[src/hw/rtl/sha1md_pkg.sv]
`timescale 1ns / 1ps
package sha1md_pkg;

  localparam logic [4:0][31:0] IV = {
    32'hC3D2E1F0, 32'h10325476, 32'h98BADCFE, 32'hEFCDAB89, 32'h67452301
  };

  localparam logic [31:0] K0 = 32'h5A827999;
  localparam logic [31:0] K1 = 32'h6ED9EBA1;
  localparam logic [31:0] K2 = 32'h8F1BBCDC;
  localparam logic [31:0] K3 = 32'hCA62C1D6;

  localparam logic [31:0] PAD_BYTE = 32'h80000000;

  localparam int ROUNDS      = 80;
  localparam int BLOCK_WORDS = 16;
  localparam int LEN_HI_POS  = 14;
  localparam int DIGEST_LAST = 4;

  localparam int QDEPTH = 4;
  localparam int QPTR_W = $clog2(QDEPTH);

  typedef struct packed {
    logic [31:0] data;
    logic        final_blk;
  } blk_word_t;

  function automatic logic [31:0] rotl(input logic [31:0] x, input int unsigned n);
    return (x << n) | (x >> (32 - n));
  endfunction

endpackage

[src/hw/rtl/sha1md_ifs.sv]
`timescale 1ns / 1ps
interface sha1md_in_if;
  logic        valid;
  logic        ready;
  logic [31:0] message_word;
  logic [2:0]  byte_count;
  logic        is_last;

  modport source(output valid, message_word, byte_count, is_last, input ready);
  modport sink(input valid, message_word, byte_count, is_last, output ready);
endinterface

interface sha1md_out_if;
  logic        valid;
  logic        ready;
  logic [31:0] digest_word;
  logic [2:0]  word_index;
  logic        last_word;

  modport source(output valid, digest_word, word_index, last_word, input ready);
  modport sink(input valid, digest_word, word_index, last_word, output ready);
endinterface

[src/hw/rtl/sha1md_front.sv]
`timescale 1ns / 1ps
module sha1md_front (
  input  logic                  clk,
  input  logic                  rst,
  sha1md_in_if.sink             msg,
  output logic                  push_valid,
  input  logic                  push_ready,
  output sha1md_pkg::blk_word_t push_data
);
  import sha1md_pkg::*;

  typedef enum logic [2:0] {F_IDLE, F_PAD, F_ZERO, F_LENHI, F_LENLO} fstate_t;

  fstate_t     state;
  logic [31:0] acc;
  logic [1:0]  acc_n;
  logic [3:0]  wpos;
  logic [63:0] bit_length;

  logic [2:0]  cnt;
  logic [31:0] mask;
  logic [31:0] mw;
  logic [63:0] comb;
  logic [2:0]  total;
  logic        take;
  logic        pushed;

  assign cnt   = (msg.byte_count > 3'd4) ? 3'd4 : msg.byte_count;
  assign mw    = msg.message_word & mask;
  assign comb  = {acc, 32'h0} | ({mw, 32'h0} >> {acc_n, 3'b000});
  assign total = {1'b0, acc_n} + cnt;

  assign msg.ready = (state == F_IDLE) && push_ready;
  assign take      = msg.valid && msg.ready;
  assign pushed    = push_valid && push_ready;

  always_comb begin
    unique case (cnt)
      3'd0:    mask = 32'h00000000;
      3'd1:    mask = 32'hFF000000;
      3'd2:    mask = 32'hFFFF0000;
      3'd3:    mask = 32'hFFFFFF00;
      default: mask = 32'hFFFFFFFF;
    endcase
  end

  always_comb begin
    push_data.final_blk = 1'b0;
    unique case (state)
      F_IDLE: begin
        push_valid     = msg.valid && total[2];
        push_data.data = comb[63:32];
      end
      F_PAD: begin
        push_valid     = 1'b1;
        push_data.data = acc | (PAD_BYTE >> {acc_n, 3'b000});
      end
      F_ZERO: begin
        push_valid     = 1'b1;
        push_data.data = 32'h0;
      end
      F_LENHI: begin
        push_valid     = 1'b1;
        push_data.data = bit_length[63:32];
      end
      F_LENLO: begin
        push_valid          = 1'b1;
        push_data.data      = bit_length[31:0];
        push_data.final_blk = 1'b1;
      end
      default: begin
        push_valid     = 1'b0;
        push_data.data = 32'h0;
      end
    endcase
  end

  always_ff @(posedge clk) begin
    if (rst) begin
      state      <= F_IDLE;
      acc        <= 32'h0;
      acc_n      <= 2'd0;
      wpos       <= 4'd0;
      bit_length <= 64'd0;
    end else begin
      unique case (state)
        F_IDLE: begin
          if (take) begin
            bit_length <= bit_length + {58'd0, cnt, 3'b000};
            acc_n      <= total[1:0];
            if (total[2]) begin
              acc  <= comb[31:0];
              wpos <= wpos + 4'd1;
            end else begin
              acc <= comb[63:32];
            end
            if (msg.is_last) state <= F_PAD;
          end
        end
        F_PAD, F_ZERO: begin
          if (pushed) begin
            acc   <= 32'h0;
            acc_n <= 2'd0;
            wpos  <= wpos + 4'd1;
            state <= (wpos + 4'd1 == 4'(LEN_HI_POS)) ? F_LENHI : F_ZERO;
          end
        end
        F_LENHI: begin
          if (pushed) begin
            wpos  <= wpos + 4'd1;
            state <= F_LENLO;
          end
        end
        F_LENLO: begin
          if (pushed) begin
            wpos       <= 4'd0;
            bit_length <= 64'd0;
            state      <= F_IDLE;
          end
        end
        default: state <= F_IDLE;
      endcase
    end
  end

endmodule

[src/hw/rtl/sha1md_queue.sv]
`timescale 1ns / 1ps
module sha1md_queue (
  input  logic                  clk,
  input  logic                  rst,
  input  logic                  push_valid,
  output logic                  push_ready,
  input  sha1md_pkg::blk_word_t push_data,
  output logic                  pop_valid,
  input  logic                  pop_ready,
  output sha1md_pkg::blk_word_t pop_data
);
  import sha1md_pkg::*;

  blk_word_t         mem [QDEPTH];
  logic [QPTR_W-1:0] wr_ptr;
  logic [QPTR_W-1:0] rd_ptr;
  logic [QPTR_W:0]   count;
  logic              do_push;
  logic              do_pop;

  assign push_ready = count != (QPTR_W+1)'(QDEPTH);
  assign pop_valid  = count != '0;
  assign pop_data   = mem[rd_ptr];
  assign do_push    = push_valid && push_ready;
  assign do_pop     = pop_valid && pop_ready;

  always_ff @(posedge clk) begin
    if (do_push) mem[wr_ptr] <= push_data;
  end

  always_ff @(posedge clk) begin
    if (rst) begin
      wr_ptr <= '0;
      rd_ptr <= '0;
      count  <= '0;
    end else begin
      if (do_push) wr_ptr <= wr_ptr + 1'b1;
      if (do_pop) rd_ptr <= rd_ptr + 1'b1;
      unique case ({do_push, do_pop})
        2'b10:   count <= count + 1'b1;
        2'b01:   count <= count - 1'b1;
        default: count <= count;
      endcase
    end
  end

endmodule

[src/hw/rtl/sha1md_back.sv]
`timescale 1ns / 1ps
module sha1md_back (
  input  logic                  clk,
  input  logic                  rst,
  input  logic                  pop_valid,
  output logic                  pop_ready,
  input  sha1md_pkg::blk_word_t pop_data,
  sha1md_out_if.source          digest
);
  import sha1md_pkg::*;

  typedef enum logic [1:0] {B_LOAD, B_ROUND, B_ADD, B_OUT} bstate_t;

  bstate_t           state;
  logic [4:0][31:0]  chain;
  logic [4:0][31:0]  vars;
  logic [15:0][31:0] sched;
  logic [3:0]        cnt;
  logic [6:0]        rnd;
  logic              final_blk;
  logic [2:0]        out_idx;

  logic [31:0] f;
  logic [31:0] k;
  logic [31:0] t;
  logic [31:0] wnew;

  always_comb begin
    priority if (rnd < 7'd20) begin
      f = (vars[1] & vars[2]) | (~vars[1] & vars[3]);
      k = K0;
    end else if (rnd < 7'd40) begin
      f = vars[1] ^ vars[2] ^ vars[3];
      k = K1;
    end else if (rnd < 7'd60) begin
      f = (vars[1] & vars[2]) | (vars[1] & vars[3]) | (vars[2] & vars[3]);
      k = K2;
    end else begin
      f = vars[1] ^ vars[2] ^ vars[3];
      k = K3;
    end
  end

  assign t    = rotl(vars[0], 5) + f + vars[4] + k + sched[0];
  assign wnew = rotl(sched[13] ^ sched[8] ^ sched[2] ^ sched[0], 1);

  assign pop_ready          = state == B_LOAD;
  assign digest.valid       = state == B_OUT;
  assign digest.digest_word = chain[out_idx];
  assign digest.word_index  = out_idx;
  assign digest.last_word   = out_idx == 3'(DIGEST_LAST);

  always_ff @(posedge clk) begin
    if (rst) begin
      state     <= B_LOAD;
      chain     <= IV;
      vars      <= '0;
      cnt       <= 4'd0;
      rnd       <= 7'd0;
      final_blk <= 1'b0;
      out_idx   <= 3'd0;
    end else begin
      unique case (state)
        B_LOAD: begin
          if (pop_valid) begin
            sched     <= {pop_data.data, sched[15:1]};
            final_blk <= pop_data.final_blk;
            cnt       <= cnt + 4'd1;
            if (cnt == 4'(BLOCK_WORDS - 1)) begin
              vars  <= chain;
              rnd   <= 7'd0;
              state <= B_ROUND;
            end
          end
        end
        B_ROUND: begin
          vars  <= {vars[3], vars[2], rotl(vars[1], 30), vars[0], t};
          sched <= {wnew, sched[15:1]};
          rnd   <= rnd + 7'd1;
          if (rnd == 7'(ROUNDS - 1)) state <= B_ADD;
        end
        B_ADD: begin
          for (int i = 0; i < 5; i++) chain[i] <= chain[i] + vars[i];
          state <= final_blk ? B_OUT : B_LOAD;
        end
        B_OUT: begin
          if (digest.ready) begin
            if (out_idx == 3'(DIGEST_LAST)) begin
              chain   <= IV;
              out_idx <= 3'd0;
              state   <= B_LOAD;
            end else begin
              out_idx <= out_idx + 3'd1;
            end
          end
        end
        default: state <= B_LOAD;
      endcase
    end
  end

endmodule

[src/hw/rtl/sha1_message_digest.sv]
`timescale 1ns / 1ps
// Channel  Modport  Payload                                  Transfer
// msg      sink     message_word[32] byte_count[3] is_last   valid & ready
// digest   source   digest_word[32] word_index[3] last_word  valid & ready
//
// Front packs bytes into block words, one item per cycle while idle and the 4-word queue
// has room; after a last item it emits the padding and length words before taking more.
// Back loads 16 words then runs one SHA-1 round per cycle in the single round unit,
// taking no new words until the block is added and any digest has been sent.
// Digest: five back-to-back transfers after the final block, held while ready is low.
// Synchronous reset restores the initial chaining values; no clearing pass.
module sha1_message_digest (
  input  logic         clk,
  input  logic         rst,
  sha1md_in_if.sink    msg,
  sha1md_out_if.source digest
);
  import sha1md_pkg::*;

  blk_word_t push_data;
  blk_word_t pop_data;
  logic      push_valid;
  logic      push_ready;
  logic      pop_valid;
  logic      pop_ready;

  sha1md_front u_front (
    .clk        (clk),
    .rst        (rst),
    .msg        (msg),
    .push_valid (push_valid),
    .push_ready (push_ready),
    .push_data  (push_data)
  );

  sha1md_queue u_queue (
    .clk        (clk),
    .rst        (rst),
    .push_valid (push_valid),
    .push_ready (push_ready),
    .push_data  (push_data),
    .pop_valid  (pop_valid),
    .pop_ready  (pop_ready),
    .pop_data   (pop_data)
  );

  sha1md_back u_back (
    .clk       (clk),
    .rst       (rst),
    .pop_valid (pop_valid),
    .pop_ready (pop_ready),
    .pop_data  (pop_data),
    .digest    (digest)
  );

endmodule

[src/flat_wrapper.sv]
// flat-port wrapper written by rule: the top's interface ports become plain ports
module sha1_message_digest_flat import sha1md_pkg::*;
  (clk, rst, msg_valid, msg_message_word, msg_byte_count, msg_is_last, msg_ready, digest_valid, digest_digest_word, digest_word_index, digest_last_word, digest_ready);
  sha1md_in_if msg_i ();
  sha1md_out_if digest_i ();
  input  logic clk;
  input  logic rst;
  input wire logic [$bits(msg_i.valid)-1:0] msg_valid;
  input wire logic [$bits(msg_i.message_word)-1:0] msg_message_word;
  input wire logic [$bits(msg_i.byte_count)-1:0] msg_byte_count;
  input wire logic [$bits(msg_i.is_last)-1:0] msg_is_last;
  output wire logic [$bits(msg_i.ready)-1:0] msg_ready;
  output wire logic [$bits(digest_i.valid)-1:0] digest_valid;
  output wire logic [$bits(digest_i.digest_word)-1:0] digest_digest_word;
  output wire logic [$bits(digest_i.word_index)-1:0] digest_word_index;
  output wire logic [$bits(digest_i.last_word)-1:0] digest_last_word;
  input wire logic [$bits(digest_i.ready)-1:0] digest_ready;
  assign msg_i.valid = msg_valid;
  assign msg_i.message_word = msg_message_word;
  assign msg_i.byte_count = msg_byte_count;
  assign msg_i.is_last = msg_is_last;
  assign msg_ready = msg_i.ready;
  assign digest_valid = digest_i.valid;
  assign digest_digest_word = digest_i.digest_word;
  assign digest_word_index = digest_i.word_index;
  assign digest_last_word = digest_i.last_word;
  assign digest_i.ready = digest_ready;
  sha1_message_digest u_core (.clk(clk), .rst(rst), .msg(msg_i), .digest(digest_i));
endmodule
[config.mk]
export PLATFORM = sky130hd
export DESIGN_NAME = sha1_message_digest_flat
export DESIGN_NICKNAME = d
export VERILOG_FILES = /design/src/hw/rtl/sha1md_pkg.sv /design/src/hw/rtl/sha1md_ifs.sv /design/src/hw/rtl/sha1md_front.sv /design/src/hw/rtl/sha1md_queue.sv /design/src/hw/rtl/sha1md_back.sv /design/src/hw/rtl/sha1_message_digest.sv /design/src/flat_wrapper.sv
export SDC_FILE = /design/constraint.sdc
export NUM_CORES = 2
export LEC_CHECK = 0
export CAP_MARGIN = 20
export CELL_PAD_IN_SITES_DETAIL_PLACEMENT = 2
export CELL_PAD_IN_SITES_GLOBAL_PLACEMENT = 2
export CORE_MARGIN = 2
export CORE_UTILIZATION = 47
export DETAILED_ROUTE_END_ITERATION = 6
export DONT_BUFFER_PORTS = 1
export PLACE_DENSITY_LB_ADDON = 0.1
export SETUP_SLACK_MARGIN = 0.05
export SLEW_MARGIN = 20
export SYNTH_ARGS = -nofsm -noshare
export SYNTH_HDL_FRONTEND = slang
export SYNTH_SLANG_ARGS = --single-unit
export TNS_END_PERCENT = 50
[constraint.sdc]
create_clock -name clk -period 74.5 [get_ports clk]
set_clock_uncertainty 0.1 [all_clocks]
set_input_delay 3.725 -clock clk [delete_from_list [all_inputs] [get_ports clk]]
set_output_delay 3.725 -clock clk [all_outputs]
set_load 0.05 [all_outputs]
==> impl_metrics.tcl <==
set metrics [dict create \
    critical-path-top-cell-by-count "sky130_fd_sc_hd__inv_1" \
    hold_start "u_core.u_back.sched[132]" \
    clock_tree_from_tritoncts "built" \
    cts_hold_buf 0 \
    violated_checks "design-rule violations" \
    grt_pass1_wl_um 312500 \
    synth_enable_flop_cells 644 \
    cts-htree-levels 3 \
    starting_density_of_the_core 0.4719 \
    synth-seq-cells 1092 \
    worst_setup_path_startpoint "u_core.u_back.rnd[2]" \
    synth_fp_nets 5380 \
    dominantRegCellSynth "sky130_fd_sc_hd__edfxtp_1" \
    placeableCoreArea_um2 115700 \
    numCtsBuffers 118 \
    timing.critical_path.from_type "flip-flop" \
    peakVddDrop_v 0.00003546 \
    clkTransAtPathRegs_ns 0.07 \
    async_s_r_ff_share_synth 0 \
    biggest_fanout_along_the_worst_timing_path 36 \
    critical_path_class "flip-flop to flip-flop" \
    r2r.worst_path.cells 28 \
    worstReg2RegStart "u_core.u_back.rnd[2]" \
    drt_pass1_iterations 7 \
    detail-route-antenna-nets 0 \
    io_port_bufs 0 \
    cp_data_required_time_ns 74.98 \
    worst_setup_path_end_kind "flip-flop" \
    detail_route.iter0.violations 3465 \
    timing.critical_path.arrival_ns 8.18 \
    post_cts_resized 0 \
    cts_sinks 1092 \
    power.share.clock 0.333 \
    via_count_of_the_first_global_routing_pass 44990 \
    gp_congestion 0.8820 \
    vias_per_cell 6.395 \
    worst_path_max_delay_cell "sky130_fd_sc_hd__buf_4" \
    r2r_end "u_core.u_back.vars[29]" \
    drive_gt1_frac 0.08454 \
    dpl.hpwl_um 143100 \
    postSynthAreaPerCell_um2 10.91 \
    cp_max_stage_delay_ns 0.55 \
    remaining_drc_errors 9 \
    final.setup.worst_slack_ns 66.80 \
    ff2ff_setup_slack_ns 66.80 \
    final_setup_vio_count 0 \
    post_synth_fa_ha_maj_area_fraction 0.09433 \
    total_via_count_after_detailed_routing 42060 \
    io_pins 78 \
    globalRouteOverflowTotal 0 \
    total_chip_power_mw 1.897 \
    final_period_minus_worst_setup_slack_ns 7.699 \
    combinationalPowerShare 0.203 \
    fraction_of_synthesized_cell_area_in_xor_and_xnor_cells 0.05115 \
    most_frequent_standard_cell_in_the_layout_excluding_fill_and_tap_cells "sky130_fd_sc_hd__edfxtp_1" \
    num_rows 125 \
    fp.dieH_um 344.9 \
    hold-path-cell-count 0 \
    grt_setup_unrepaired "no" \
    post-cts-setup-buffer-count 0 \
    clkLatencyLatePin_ns 0.78 \
    seq_power_share 0.465 \
    main_combinational_cell_family_by_area_after_synthesis "compound AO/OA/AOI/OAI gates" \
    outcome "finished, violations left" \
    most-common-layout-cells "sky130_fd_sc_hd__edfxtp_1 (644), sky130_fd_sc_hd__nand2_1 (558), sky130_fd_sc_hd__nor2_1 (462)" \
    maxSlewViolCount 0 \
    synth_area_um2 54620 \
    power_per_cell_area_nw_per_um2 31.43 \
    die_ar_um2 119000 \
    preCtsSetupSlack_ns 66.21 \
    postRouteWirelength_um 213500 \
    synth.mux.area_fraction 0.03894 \
    net-switching-power_mw 0.6105 \
    post-route-period-util 0.1033 \
    compound_gate_fraction_of_synth_area 0.1443 \
    synthDistinctLibCells 90 \
    netlist_instances 5005 \
    synthSimpleGateAreaFrac 0.1152 \
    timing.fmax_mhz 129.9 \
    hold_end "u_core.u_back.sched[100]" \
    grt_start_max_net_pins 333 \
    final_standard_cell_utilization_of_the_core 0.5214 \
    max_slew_margin 0.2242 \
    hold_class "flip-flop to flip-flop" \
    timing_worst_slew_pin_value_ns 1.134 \
    power_report.internal_total_mw 1.286 \
    track_usage 0.3570 \
    syn_to_final_growth_pct 10.49 \
    antenna_found_initial 4 \
    finalNetCount 5321 \
    cts.root.buffer_cell "sky130_fd_sc_hd__clkbuf_16" \
    cellLeakagePower_nw 22.58 \
    ys_warn_count 0 \
    die_w_um 344.9 \
    synth_seq_area_share 0.5183 \
    sw_share 0.3218 \
    wl_per_cell_um 32.47 \
    drv.max_cap_violation_count 0 \
    final-hold-violation-count 0 \
    fin_tns_setup_ns 0 \
    ctsLongestPathBuffers 3 \
]
[sequential cells by signal, summed over array words and instances (netlist names), named ones only]
register	cells
u_core.u_front.wpos	4
u_core.u_back.rnd	7
u_core.u_back.chain	160
u_core.u_queue.mem	132
u_core.u_front.acc	32
u_core.u_back.final_blk	1
u_core.u_queue.wr_ptr	2
u_core.u_back.cnt	4
u_core.u_queue.count	3
u_core.u_back.sched	512
u_core.u_front.bit_length	61
u_core.u_back.digest.word_index	3
u_core.u_back.vars	160
u_core.u_front.state	3
u_core.u_queue.rd_ptr	2
u_core.u_back.state	2
u_core.u_front.acc_n	2
[synthesized netlist by cell type (all sizes together) (74+ instances only)]
library cell  number  area [um2]
xor2             106       928.4
o21ai            224        1121
a21o              93       698.2
dfxtp            448        8969
inv              297        1115
fa               128        2562
ha               207        2590
a21oi            261        1310
a22oi             74       555.5
nor2             470        1782
a311oi           141        1235
nand2            560        2102
xnor2            213        1866
clkbuf           218       818.3
nand2b            75       469.2
edfxtp           644       19340
[power by group through the flow]
stage	combinational, mW	clock (mW)	sequential (mW)
after floorplan	0.246	0	0.930
after global placement	0.342	0	0.859
after detailed placement	0.370	0	0.885
after CTS	0.384	0.638	0.882
after global routing	0.413	0.658	0.888
final	0.384	0.631	0.882
[per-stage QoR]
stage,cell area [um2],hold slack [ns],cells
after floorplan,54620,0.3003,5005
final,60350,0.3118,6577
after global placement,56260,0.3001,6349
after detailed placement,56260,0.3051,6349
after CTS,60290,0.3001,6574
after global routing,60340,0.3159,6575
[critical path, delay by kind of cell (launching register included)]
kind,cells,cell delay [ns]
buffers and inverters,8,1.48
DFF,1,0.40
AOI/OAI and AO/OA,8,2.41
and+or+nand+nor,7,1.34
adders and majority gates,5,1.76
[kinds of logic after synthesis]
| logic type | after synthesis |
|---|---|
| AO/OA/AOI/OAI | 1164 |
| XOR/XNOR | 319 |
| adder cells (fa/ha/maj) | 335 |
| buffers and inverters | 548 |
| flip-flops | 1092 |
| multiplexers | 128 |
| AND/OR/NAND/NOR | 1419 |
[metal layers]
layer	part of all wire	routed length, um	global-route usage	vias to the layer above
met1	0.39	83740	0.4377	21920
met2	0.50	105900	0.6123	1564
met4	0.052	11140	0.1708	0
met5	0	0	0	-
li1	-	-	-	18020
met3	0.060	12760	0.05970	552
[how the worst max path moves through the flow]
| stage | to | slack, ns | depth (start not counted) |
|---|---|---|---|
| after floorplan | u_core.u_back.sched[0] | 33.39 | 4 |
| after global placement | u_core.u_back.sched[112] | 66.61 | 5 |
| after detailed placement | u_core.u_back.sched[112] | 66.21 | 5 |
| after CTS | u_core.u_back.vars[29] | 66.79 | 28 |
| after global routing | u_core.u_back.vars[29] | 66.43 | 28 |
| final | u_core.u_back.vars[29] | 66.80 | 28 |
[area by class of cell]
| cell class | count | area [um2] |
|---|---|---|
| repair buffers | 69 | 574.3 |
| fillers | 11350 | 55390 |
| flip-flops and latches | 1092 | 28320 |
| clock inverters | 81 | 885.9 |
| inverters | 300 | 1126 |
| diodes | 2 | 5.005 |
| well taps | 1524 | 1907 |
| multi-input cells | 3365 | 24390 |
| clock buffers | 144 | 3142 |
(Power assumes the default switching activity.)
